===== config.mk =====
export PLATFORM = sky130hd
export DESIGN_NAME = free_list_slot_allocator
export DESIGN_NICKNAME = d
export VERILOG_FILES = /design/src/hw/rtl/flsa_pkg.sv /design/src/hw/rtl/flsa_mul_cell.sv /design/src/hw/rtl/flsa_link_mem.sv /design/src/hw/rtl/free_list_slot_allocator.sv
export SDC_FILE = /design/constraint.sdc
export NUM_CORES = 2
export LEC_CHECK = 0
export BUFFER_PORTS_ARGS = -buffer_cell sky130_fd_sc_hd__buf_4
export CORE_MARGIN = 4
export CORE_UTILIZATION = 30
export DETAILED_ROUTE_END_ITERATION = 10
export REMOVE_ABC_BUFFERS = 1
export SYNTH_ARGS = -nofsm -noshare
export SYNTH_HDL_FRONTEND = slang
export SYNTH_HIERARCHICAL = 1
export SYNTH_SLANG_ARGS = --single-unit

===== constraint.sdc =====
create_clock -name clk -period 16.05 [get_ports clk]
set_input_delay 1.605 -clock clk [delete_from_list [all_inputs] [get_ports clk]]
set_output_delay 1.605 -clock clk [all_outputs]
set_load 0.05 [all_outputs]

===== src/hw/rtl/flsa_pkg.sv =====
`default_nettype none

package flsa_pkg;

    // Pool geometry
    localparam int POOL_DEPTH = 256;
    localparam int ADDR_W     = $clog2(POOL_DEPTH);
    localparam int LINK_W     = ADDR_W + 1;
    localparam logic [LINK_W-1:0] LINK_END = LINK_W'(POOL_DEPTH);

    // Field widths
    localparam int SLOT_W = 8;
    localparam int CNT_W  = 9;
    localparam int SIZE_W = 13;
    localparam int OFFS_W = 20;

    // Slot size limits (one link word at least)
    localparam logic [SIZE_W-1:0] SIZE_MIN   = SIZE_W'(16);
    localparam logic [SIZE_W-1:0] SIZE_MAX   = SIZE_W'(4096);
    localparam logic [SIZE_W-1:0] SIZE_RESET = SIZE_W'(16);
    localparam logic [CNT_W-1:0]  CNT_RESET  = CNT_W'(256);

    // Command codes
    localparam logic CMD_ALLOC = 1'b0;
    localparam logic CMD_FREE  = 1'b1;

    // Register indexes
    localparam logic REG_SLOT_COUNT = 1'b0;
    localparam logic REG_SLOT_SIZE  = 1'b1;

    // One stage of the offset multiply chain
    typedef struct packed {
        logic              valid;
        logic              granted;
        logic [SLOT_W-1:0] slot_index;
        logic [SLOT_W-1:0] rem;
        logic [OFFS_W-1:0] size_sh;
        logic [OFFS_W-1:0] acc;
    } cell_t;

    // Link memory write request
    typedef struct packed {
        logic              en;
        logic [ADDR_W-1:0] addr;
        logic [LINK_W-1:0] data;
    } link_wr_t;

    // Link memory read request
    typedef struct packed {
        logic              en;
        logic [ADDR_W-1:0] addr;
    } link_rd_t;

    // Link value of an entry that was not written since the last rebuild
    function automatic logic [LINK_W-1:0] link_reset(input logic [ADDR_W-1:0] a);
        logic [LINK_W-1:0] r;
        if (a == '0)
        begin
            r = LINK_END;
        end
        else
        begin
            r = {1'b0, a} - LINK_W'(1);
        end
        return r;
    endfunction

endpackage

`default_nettype wire


===== src/hw/rtl/flsa_mul_cell.sv =====
`default_nettype none

module flsa_mul_cell (
    input  wire logic              clk,
    input  wire logic              rst_n,
    input  wire logic              adv,
    input  wire flsa_pkg::cell_t   prev,
    output flsa_pkg::cell_t        cur
);

    logic            valid_reg;
    flsa_pkg::cell_t data_reg;

    // Advance the valid flag
    always_ff @(posedge clk or negedge rst_n)
    begin
        if (!rst_n)
        begin
            valid_reg <= 1'b0;
        end
        else if (adv)
        begin
            valid_reg <= prev.valid;
        end
    end

    // Add one partial product and shift toward the next bit
    always_ff @(posedge clk)
    begin
        if (adv)
        begin
            data_reg.valid      <= prev.valid;
            data_reg.granted    <= prev.granted;
            data_reg.slot_index <= prev.slot_index;
            data_reg.rem        <= prev.rem >> 1;
            data_reg.size_sh    <= prev.size_sh << 1;
            data_reg.acc        <= prev.acc + (prev.rem[0] ? prev.size_sh : '0);
        end
    end

    always_comb
    begin
        cur       = data_reg;
        cur.valid = valid_reg;
    end

endmodule

`default_nettype wire


===== src/hw/rtl/flsa_link_mem.sv =====
`default_nettype none

module flsa_link_mem (
    input  wire logic                          clk,
    input  wire logic                          rst_n,
    input  wire logic                          clear,
    input  wire flsa_pkg::link_wr_t            wr,
    input  wire flsa_pkg::link_rd_t            rd,
    output logic [flsa_pkg::LINK_W-1:0]        rd_link
);

    logic [flsa_pkg::LINK_W-1:0] link_mem [flsa_pkg::POOL_DEPTH];
    logic [flsa_pkg::POOL_DEPTH-1:0] vld_reg;
    logic [flsa_pkg::LINK_W-1:0] mem_q_reg;
    logic                        rd_vld_reg;
    logic [flsa_pkg::ADDR_W-1:0] rd_addr_reg;

    // Write and read the link array
    always_ff @(posedge clk)
    begin
        if (wr.en)
        begin
            link_mem[wr.addr] <= wr.data;
        end
        if (rd.en)
        begin
            mem_q_reg <= link_mem[rd.addr];
        end
    end

    // Track entries written since the last rebuild
    always_ff @(posedge clk or negedge rst_n)
    begin
        if (!rst_n)
        begin
            vld_reg <= '0;
        end
        else if (clear)
        begin
            vld_reg <= '0;
        end
        else if (wr.en)
        begin
            vld_reg[wr.addr] <= 1'b1;
        end
    end

    // Capture the read address and its valid flag
    always_ff @(posedge clk or negedge rst_n)
    begin
        if (!rst_n)
        begin
            rd_vld_reg  <= 1'b0;
            rd_addr_reg <= '0;
        end
        else if (rd.en)
        begin
            rd_vld_reg  <= vld_reg[rd.addr];
            rd_addr_reg <= rd.addr;
        end
    end

    // Fall back to the chained value for unwritten entries
    assign rd_link = rd_vld_reg ? mem_q_reg : flsa_pkg::link_reset(rd_addr_reg);

endmodule

`default_nettype wire


===== src/hw/rtl/free_list_slot_allocator.sv =====
// Fixed-size slot pool kept as a LIFO linked free list of up to 256 slots. A free
// request (command 1) pushes the slot and gives no result; a slot at or above
// slot_count is dropped. An alloc request (command 0) pops the head: when the pool
// holds a slot it passes through the POP state, where no request is taken, because
// the link of the new head comes from the registered read port of the link memory;
// on an empty pool it stays idle and returns granted 0. Every alloc result leaves
// through a chain of eight shift-and-add cells that forms slot_index times
// slot_size, and the chain stalls as a whole while the output waits. Writing
// slot_count rebuilds the list at once (per-entry valid bits, no clearing pass);
// slot_count above 256 counts as 256, slot_size is held to 16..4096.
// The APB port has no wait states; registers sit at byte addresses 0 and 4.
`default_nettype none

module free_list_slot_allocator (
    input  wire logic                          clk,
    input  wire logic                          rst_n,
    // request channel
    input  wire logic                          in_valid,
    output logic                               in_ready,
    input  wire logic                          command,
    input  wire logic [flsa_pkg::SLOT_W-1:0]   slot,
    // result channel
    output logic                               out_valid,
    input  wire logic                          out_ready,
    output logic                               granted,
    output logic [flsa_pkg::SLOT_W-1:0]        slot_index,
    output logic [flsa_pkg::OFFS_W-1:0]        byte_offset,
    // configuration
    input  wire logic                          psel,
    input  wire logic                          penable,
    input  wire logic                          pwrite,
    input  wire logic [2:0]                    paddr,
    input  wire logic [31:0]                   pwdata,
    output logic [31:0]                        prdata,
    output logic                               pready
);

    localparam logic ST_IDLE = 1'b0;
    localparam logic ST_POP  = 1'b1;

    logic                          state_reg, state_next;
    logic [flsa_pkg::LINK_W-1:0]   head_reg, head_next;
    logic [flsa_pkg::CNT_W-1:0]    slot_count_reg;
    logic [flsa_pkg::SIZE_W-1:0]   slot_size_reg;
    logic [flsa_pkg::CNT_W-1:0]    live_count;
    logic [flsa_pkg::CNT_W-1:0]    new_count;
    logic [flsa_pkg::SIZE_W-1:0]   live_size;
    logic                          cfg_wr;
    logic                          cfg_count_wr;
    logic                          accept;
    logic                          is_alloc;
    logic                          head_empty;
    logic                          free_ok;
    logic                          chain_adv;
    logic [flsa_pkg::LINK_W-1:0]   rd_link;
    flsa_pkg::link_wr_t            link_wr;
    flsa_pkg::link_rd_t            link_rd;
    flsa_pkg::cell_t               inject;
    flsa_pkg::cell_t               chain [flsa_pkg::SLOT_W];

    // Decode configuration writes
    assign pready       = 1'b1;
    assign cfg_wr       = psel && penable && pwrite && pready;
    assign cfg_count_wr = cfg_wr && (paddr[2] == flsa_pkg::REG_SLOT_COUNT);

    always_ff @(posedge clk or negedge rst_n)
    begin
        if (!rst_n)
        begin
            slot_count_reg <= flsa_pkg::CNT_RESET;
            slot_size_reg  <= flsa_pkg::SIZE_RESET;
        end
        else if (cfg_wr)
        begin
            if (paddr[2] == flsa_pkg::REG_SLOT_COUNT)
            begin
                slot_count_reg <= pwdata[flsa_pkg::CNT_W-1:0];
            end
            else
            begin
                slot_size_reg <= pwdata[flsa_pkg::SIZE_W-1:0];
            end
        end
    end

    assign prdata = (paddr[2] == flsa_pkg::REG_SLOT_SIZE)
                  ? {{(32-flsa_pkg::SIZE_W){1'b0}}, slot_size_reg}
                  : {{(32-flsa_pkg::CNT_W){1'b0}}, slot_count_reg};

    // Clamp count and size to their usable ranges
    always_comb
    begin
        if (slot_count_reg > flsa_pkg::CNT_W'(flsa_pkg::POOL_DEPTH))
        begin
            live_count = flsa_pkg::CNT_W'(flsa_pkg::POOL_DEPTH);
        end
        else
        begin
            live_count = slot_count_reg;
        end

        if (pwdata[flsa_pkg::CNT_W-1:0] > flsa_pkg::CNT_W'(flsa_pkg::POOL_DEPTH))
        begin
            new_count = flsa_pkg::CNT_W'(flsa_pkg::POOL_DEPTH);
        end
        else
        begin
            new_count = pwdata[flsa_pkg::CNT_W-1:0];
        end

        if (slot_size_reg < flsa_pkg::SIZE_MIN)
        begin
            live_size = flsa_pkg::SIZE_MIN;
        end
        else if (slot_size_reg > flsa_pkg::SIZE_MAX)
        begin
            live_size = flsa_pkg::SIZE_MAX;
        end
        else
        begin
            live_size = slot_size_reg;
        end
    end

    // Request handshake
    assign chain_adv  = !chain[flsa_pkg::SLOT_W-1].valid || out_ready;
    assign in_ready   = (state_reg == ST_IDLE) && chain_adv;
    assign accept     = in_valid && in_ready;
    assign is_alloc   = (command == flsa_pkg::CMD_ALLOC);
    assign head_empty = (head_reg == flsa_pkg::LINK_END);
    assign free_ok    = ({1'b0, slot} < live_count);

    // Push on free, read the next link on a granted alloc
    always_comb
    begin
        link_wr.en   = accept && !is_alloc && free_ok;
        link_wr.addr = flsa_pkg::ADDR_W'(slot);
        link_wr.data = head_reg;
        link_rd.en   = accept && is_alloc && !head_empty;
        link_rd.addr = head_reg[flsa_pkg::ADDR_W-1:0];
    end

    flsa_link_mem u_link_mem (
        .clk     (clk),
        .rst_n   (rst_n),
        .clear   (cfg_count_wr),
        .wr      (link_wr),
        .rd      (link_rd),
        .rd_link (rd_link)
    );

    // Sequence head updates
    always_comb
    begin
        state_next = state_reg;
        head_next  = head_reg;
        case (state_reg)
            ST_IDLE:
            begin
                if (link_wr.en)
                begin
                    head_next = flsa_pkg::LINK_W'(slot);
                end
                else if (link_rd.en)
                begin
                    state_next = ST_POP;
                end
            end
            ST_POP:
            begin
                head_next  = rd_link;
                state_next = ST_IDLE;
            end
            default:
            begin
                state_next = ST_IDLE;
            end
        endcase

        if (cfg_count_wr)
        begin
            state_next = ST_IDLE;
            if (new_count == '0)
            begin
                head_next = flsa_pkg::LINK_END;
            end
            else
            begin
                head_next = flsa_pkg::LINK_W'(new_count - flsa_pkg::CNT_W'(1));
            end
        end
    end

    always_ff @(posedge clk or negedge rst_n)
    begin
        if (!rst_n)
        begin
            state_reg <= ST_IDLE;
            head_reg  <= flsa_pkg::LINK_W'(flsa_pkg::POOL_DEPTH - 1);
        end
        else
        begin
            state_reg <= state_next;
            head_reg  <= head_next;
        end
    end

    // Feed an alloc result into the multiply chain
    always_comb
    begin
        inject.valid      = accept && is_alloc;
        inject.granted    = !head_empty;
        inject.slot_index = head_empty ? '0 : head_reg[flsa_pkg::SLOT_W-1:0];
        inject.rem        = head_empty ? '0 : head_reg[flsa_pkg::SLOT_W-1:0];
        inject.size_sh    = flsa_pkg::OFFS_W'(live_size);
        inject.acc        = '0;
    end

    // Build the shift-and-add chain, one cell per index bit
    for (genvar gi = 0; gi < flsa_pkg::SLOT_W; gi++)
    begin : g_cell
        if (gi == 0)
        begin : g_first
            flsa_mul_cell u_cell (
                .clk   (clk),
                .rst_n (rst_n),
                .adv   (chain_adv),
                .prev  (inject),
                .cur   (chain[gi])
            );
        end
        else
        begin : g_rest
            flsa_mul_cell u_cell (
                .clk   (clk),
                .rst_n (rst_n),
                .adv   (chain_adv),
                .prev  (chain[gi-1]),
                .cur   (chain[gi])
            );
        end
    end

    // Drive the result channel from the last cell
    assign out_valid   = chain[flsa_pkg::SLOT_W-1].valid;
    assign granted     = chain[flsa_pkg::SLOT_W-1].granted;
    assign slot_index  = chain[flsa_pkg::SLOT_W-1].slot_index;
    assign byte_offset = chain[flsa_pkg::SLOT_W-1].acc;

endmodule

`default_nettype wire


After elaboration in Yosys (flattened, before gate mapping). Memory sizes are Yosys's and may differ from the RTL's. A register that Yosys moved wholly into a read port is not among the register bits. Cells that the tools add are included.

Latch bits: 0. Memory bits (read-only): 0. Word-level logic and storage cells: 127. Bits in writable memories: 2304. Memories kept: 1. Flip-flop bits (word level): 656. Output and inout port bits: 64.

Equality and inequality tests: 2. Div/mod/pow operators: 0. $mul: 0. Reductions and logical operators: 18. Shifts and indexed selects: 0. Add/sub/neg operators: 9. Bitwise logic cells: 4. Multiplexer cells: 31. Order comparisons: 8.

Memory list: u_link_mem.link_mem (depth 256, bits a word 9, rd ports 1, clocked after memory_dff 1, wr ports 1, RTL line flsa_link_mem.sv:12) `logic [flsa_pkg::LINK_W-1:0] link_mem [flsa_pkg::POOL_DEPTH];`.

Operators by type and width (number): two-way mux 256 bit (2); bitwise OR 256 bit (1); adder 20 bit (7); two-way mux 9 bit (7); two-way mux 13 bit (3); two-way mux 20 bit (1); two-way mux 19 bit (1); > comparator 9 bit, second input constant (2); less-than comparator 8 x 9 -> 1 bit, second input constant (2); two-way mux 18 bit (1); case mux 9 bit (2 select lines) (1); two-way mux 17 bit (1); two-way mux 16 bit (1); two-way mux 15 bit (1); two-way mux 14 bit (1); > comparator 13 bit, second input constant (1); less-than comparator 13 x 5 -> 1 bit, second input constant (1); logical AND 1 bit (10); equality test 9 bit, second input constant (1); logical NOT 9 bit (1); less-than comparator 8 x 9 -> 1 bit (1); subtractor 8 x 1 -> 9 bit, second input constant (1); subtractor 9 x 1 -> 9 bit, second input constant (1); binary-select mux 1 bit (select 8 bit) (1); other kinds (12) (22).

Depth between registers and ports, before layout.
Word-level depth: 10. Mapped depth: 14. Mapped depth without buffers: 13.

Modules after synthesis. Netlist, hierarchy kept.

Modules (own cells, without submodules): flsa_link_mem (times used 1, area each 99331.5 um^2, cells an instance 4984); flsa_mul_cell (times used 8, area each 2857.7 um^2, cells an instance 223); free_list_slot_allocator (times used 1, area each 2297.2 um^2, cells an instance 253).

Worst setup path before layout. OpenSTA, ideal clock, no wires.

Path kind: input-to-reg. Start: in out_ready. End: mem u_link_mem/link_mem[103][0] (netlist name), enable pin. Buffers on the path: 3. Stages on the path: 9. Path slack: 531 ps. Library setup time: 376 ps. Arrival time: 15143 ps. Required time: 15674 ps. Path through: nand2b_1 nand3b_1 nor2_1 and3_2 clkbuf_1 buf_1 nand4_1 clkbuf_1 nor2_1.

RTL lines: start: declaration (RTL line free_list_slot_allocator.sv:24) `input wire logic out_ready,`; end: declaration (RTL line flsa_link_mem.sv:12).

Worst setup path in the final report.
Start: reg head_reg[0] (netlist name). End: reg u_link_mem/mem_q_reg[5] (netlist name), read port of u_link_mem.link_mem (data pin).

Longest elaborated chain between the ends: 3.

Ends and longest elaborated chain: start: declaration (RTL line free_list_slot_allocator.sv:42) `logic [flsa_pkg::LINK_W-1:0] head_reg, head_next;`; start signal: assignment (RTL line free_list_slot_allocator.sv:199) `head_reg <= flsa_pkg::LINK_W'(flsa_pkg::POOL_DEPTH - 1);`; start signal: assignment (RTL line free_list_slot_allocator.sv:204) `head_reg <= head_next;`; equality test 9 bit (RTL line free_list_slot_allocator.sv:130) `assign head_empty = (head_reg == flsa_pkg::LINK_END);`; logical NOT 1 bit (RTL line free_list_slot_allocator.sv:139) `link_rd.en = accept && is_alloc && !head_empty;`; logical AND 1 bit (RTL line free_list_slot_allocator.sv:139); end: declaration (RTL line flsa_link_mem.sv:14) `logic [flsa_pkg::LINK_W-1:0] mem_q_reg;`.

Several ways; a longest one is shown, not always the timed one. A chain may end at the register's enable or synchronous reset.

==> qor.csv <==
metric,value,unit
sequential share of power,41.9,%
relative slew slack,9.47,%
CTS Hold Bufs,0,
Slew Limit Fails,0,
wire per inst,23.4,µm
VDD IR max,158,µV
num rows,234,
DR DRC count,0,
Net Switching,8.65,mW
Syn Area/Cell,17.7,µm²
max cap viols,0,
DRT Wirelength,299,mm
reg2reg path depth,9,
Clock Power Share,26.3,%
slew of the pin with the lowest slew margin,1.35,ns
Pwr Total,25.9,mW
Initial Util,30.2,%
crit-path max FO,131,
layout cells sized above 1,18.5,%
worst skew pair latency,0.90,ns
Worst Skew,0.115,ns
Core ar.,407000,µm²
"commonest non-fill, non-tap cell in the layout",edfxtp_1,
crit path DAT,7.50,ns
global route overflow,0,
I/O pin cnt,115,
routability cong.,0.871,
Fin Hold WS,0.359,ns
via count,65078,
internal power,17.3,mW
post-CTS setup buffers,0,
synthesized area,123000,µm²
final hold vios,0,
post_cts resized,0,
first-pass GRT wire length,442,mm
Tcrit/Tclk final,42.7,%
clock buffer depth,4,
overall routing resource usage,13.9,%
Yosys warnings,6,
Syn-to-layout area delta,13.1,%
combinational share of power,31.9,%
Min-Delay Startpoint,g_cell[2].g_rest.u_cell/cur[55],
DR iter-0 viols,6716,
met1 GRT Util,18.8,%
pre-CTS setup slack,9.22,ns
"Worst Path Class, Setup",reg2reg,
M3 GR Usage,2.35,%
minimum clock period,6.85,ns
Crit. Startpoint,head_reg[0],
DIE AREA,420000,µm²
fmax,146,MHz
Final nets,7306,
IO buf count,73,
Synth Instances,6964,
Avg Vias per Cell,5.10,
Cell Pwr Density,186,nW/µm²
Routed Antenna Nets,0,
TritonCTS Sinks,3011,
"commonest non-fill, non-tap cells in the layout","edfxtp_1 (2706), nor2_1 (841), mux4_2 (630)",
status,completed,
Root Buffer Master,clkbuf_16,
H-tree depth,5,
met2 GRT Util,22.9,%
final setup fails,0,
initial antenna violation count,9,
hold path depth,0,
drt first pass iters,5,
CP Capture Type,register,
CTS tree,done,
most used routing layer,met2,
largest net degree at the start of global routing,150,
Die Ht,648,µm
max reg flops,2304,
Worst Path Required,16.70,ns
RR Startpoint,head_reg[0],
Switching Fraction,33.4,%
worst min path class,reg2reg,
CTS buffer count,304,
unrepaired setup endpoints after global routing,false,
final worst slack,9.20,ns
Startpoint Class,register,
Leak,45.9,nW
Die X,648,µm
post-DP HPWL,185,mm
"Reg clk slew, reported paths",0.06,ns
vias in the first global route,65511,
[stage by stage]
step	utilization (%)	instance area (µm²)	TNS, ns	cells
finish	34.2	139000	0	12757
global route	34.2	139000	0	12755
CTS	34.2	139000	0	12754
detailed placement	31.8	130000	0	12208
global placement	31.8	130000	0	12208
floorplan	-	121000	-422.87	6604
[worst max-delay path: stages, from the launching register on]
cell	delay (ns)
dfstp_4	1.13
buf_12	0.61
buf_12	0.57
buf_4	0.81
mux4_2	0.60
a22oi_1	0.36
a21oi_1	0.22
nor4_1	0.99
o22ai_1	0.56
or2_1	0.37
[cell type report]
cell class / count / area, µm²
fill: 38058 / 268000
tap: 5428 / 6790
antenna: 3 / 7.51
clock buffer: 422 / 8350
sequential: 3011 / 88900
timing repair buffer: 176 / 1450
inverter: 30 / 120
multi-input combinational: 3563 / 32300
clock inverter: 124 / 1100
[final timing paths]
check                                                  end  slack, ns
min reg2reg                g_cell[3].g_rest.u_cell/cur[55]       0.36
max in group asynchronous                 slot_size_reg[9]      13.04
max reg2reg                        u_link_mem/mem_q_reg[5]       9.20
min                        g_cell[3].g_rest.u_cell/cur[55]       0.36
min in group asynchronous           u_link_mem/vld_reg[82]       0.71
max                                u_link_mem/mem_q_reg[5]       9.20
[layer usage]
metal | share of wire [%] | vias up
li1 | - | 27902
met1 | 41 | 34234
met2 | 48 | 2429
met3 | 7.3 | 505
met4 | 3.2 | 8
met5 | 0.016 | -
[power by group through the flow]
stage | sequential (mW) | combinational, mW | clock (mW)
3_3_place_gp | 11.0 | 8.11 | 0
6_report | 10.8 | 8.25 | 6.81
4_1_cts | 10.9 | 8.26 | 6.97
3_5_place_dp | 11.0 | 8.24 | 0
5_1_grt | 10.9 | 8.90 | 7.31
2_1_floorplan | 12.2 | 6.48 | 0
(Power assumes the default switching activity.)
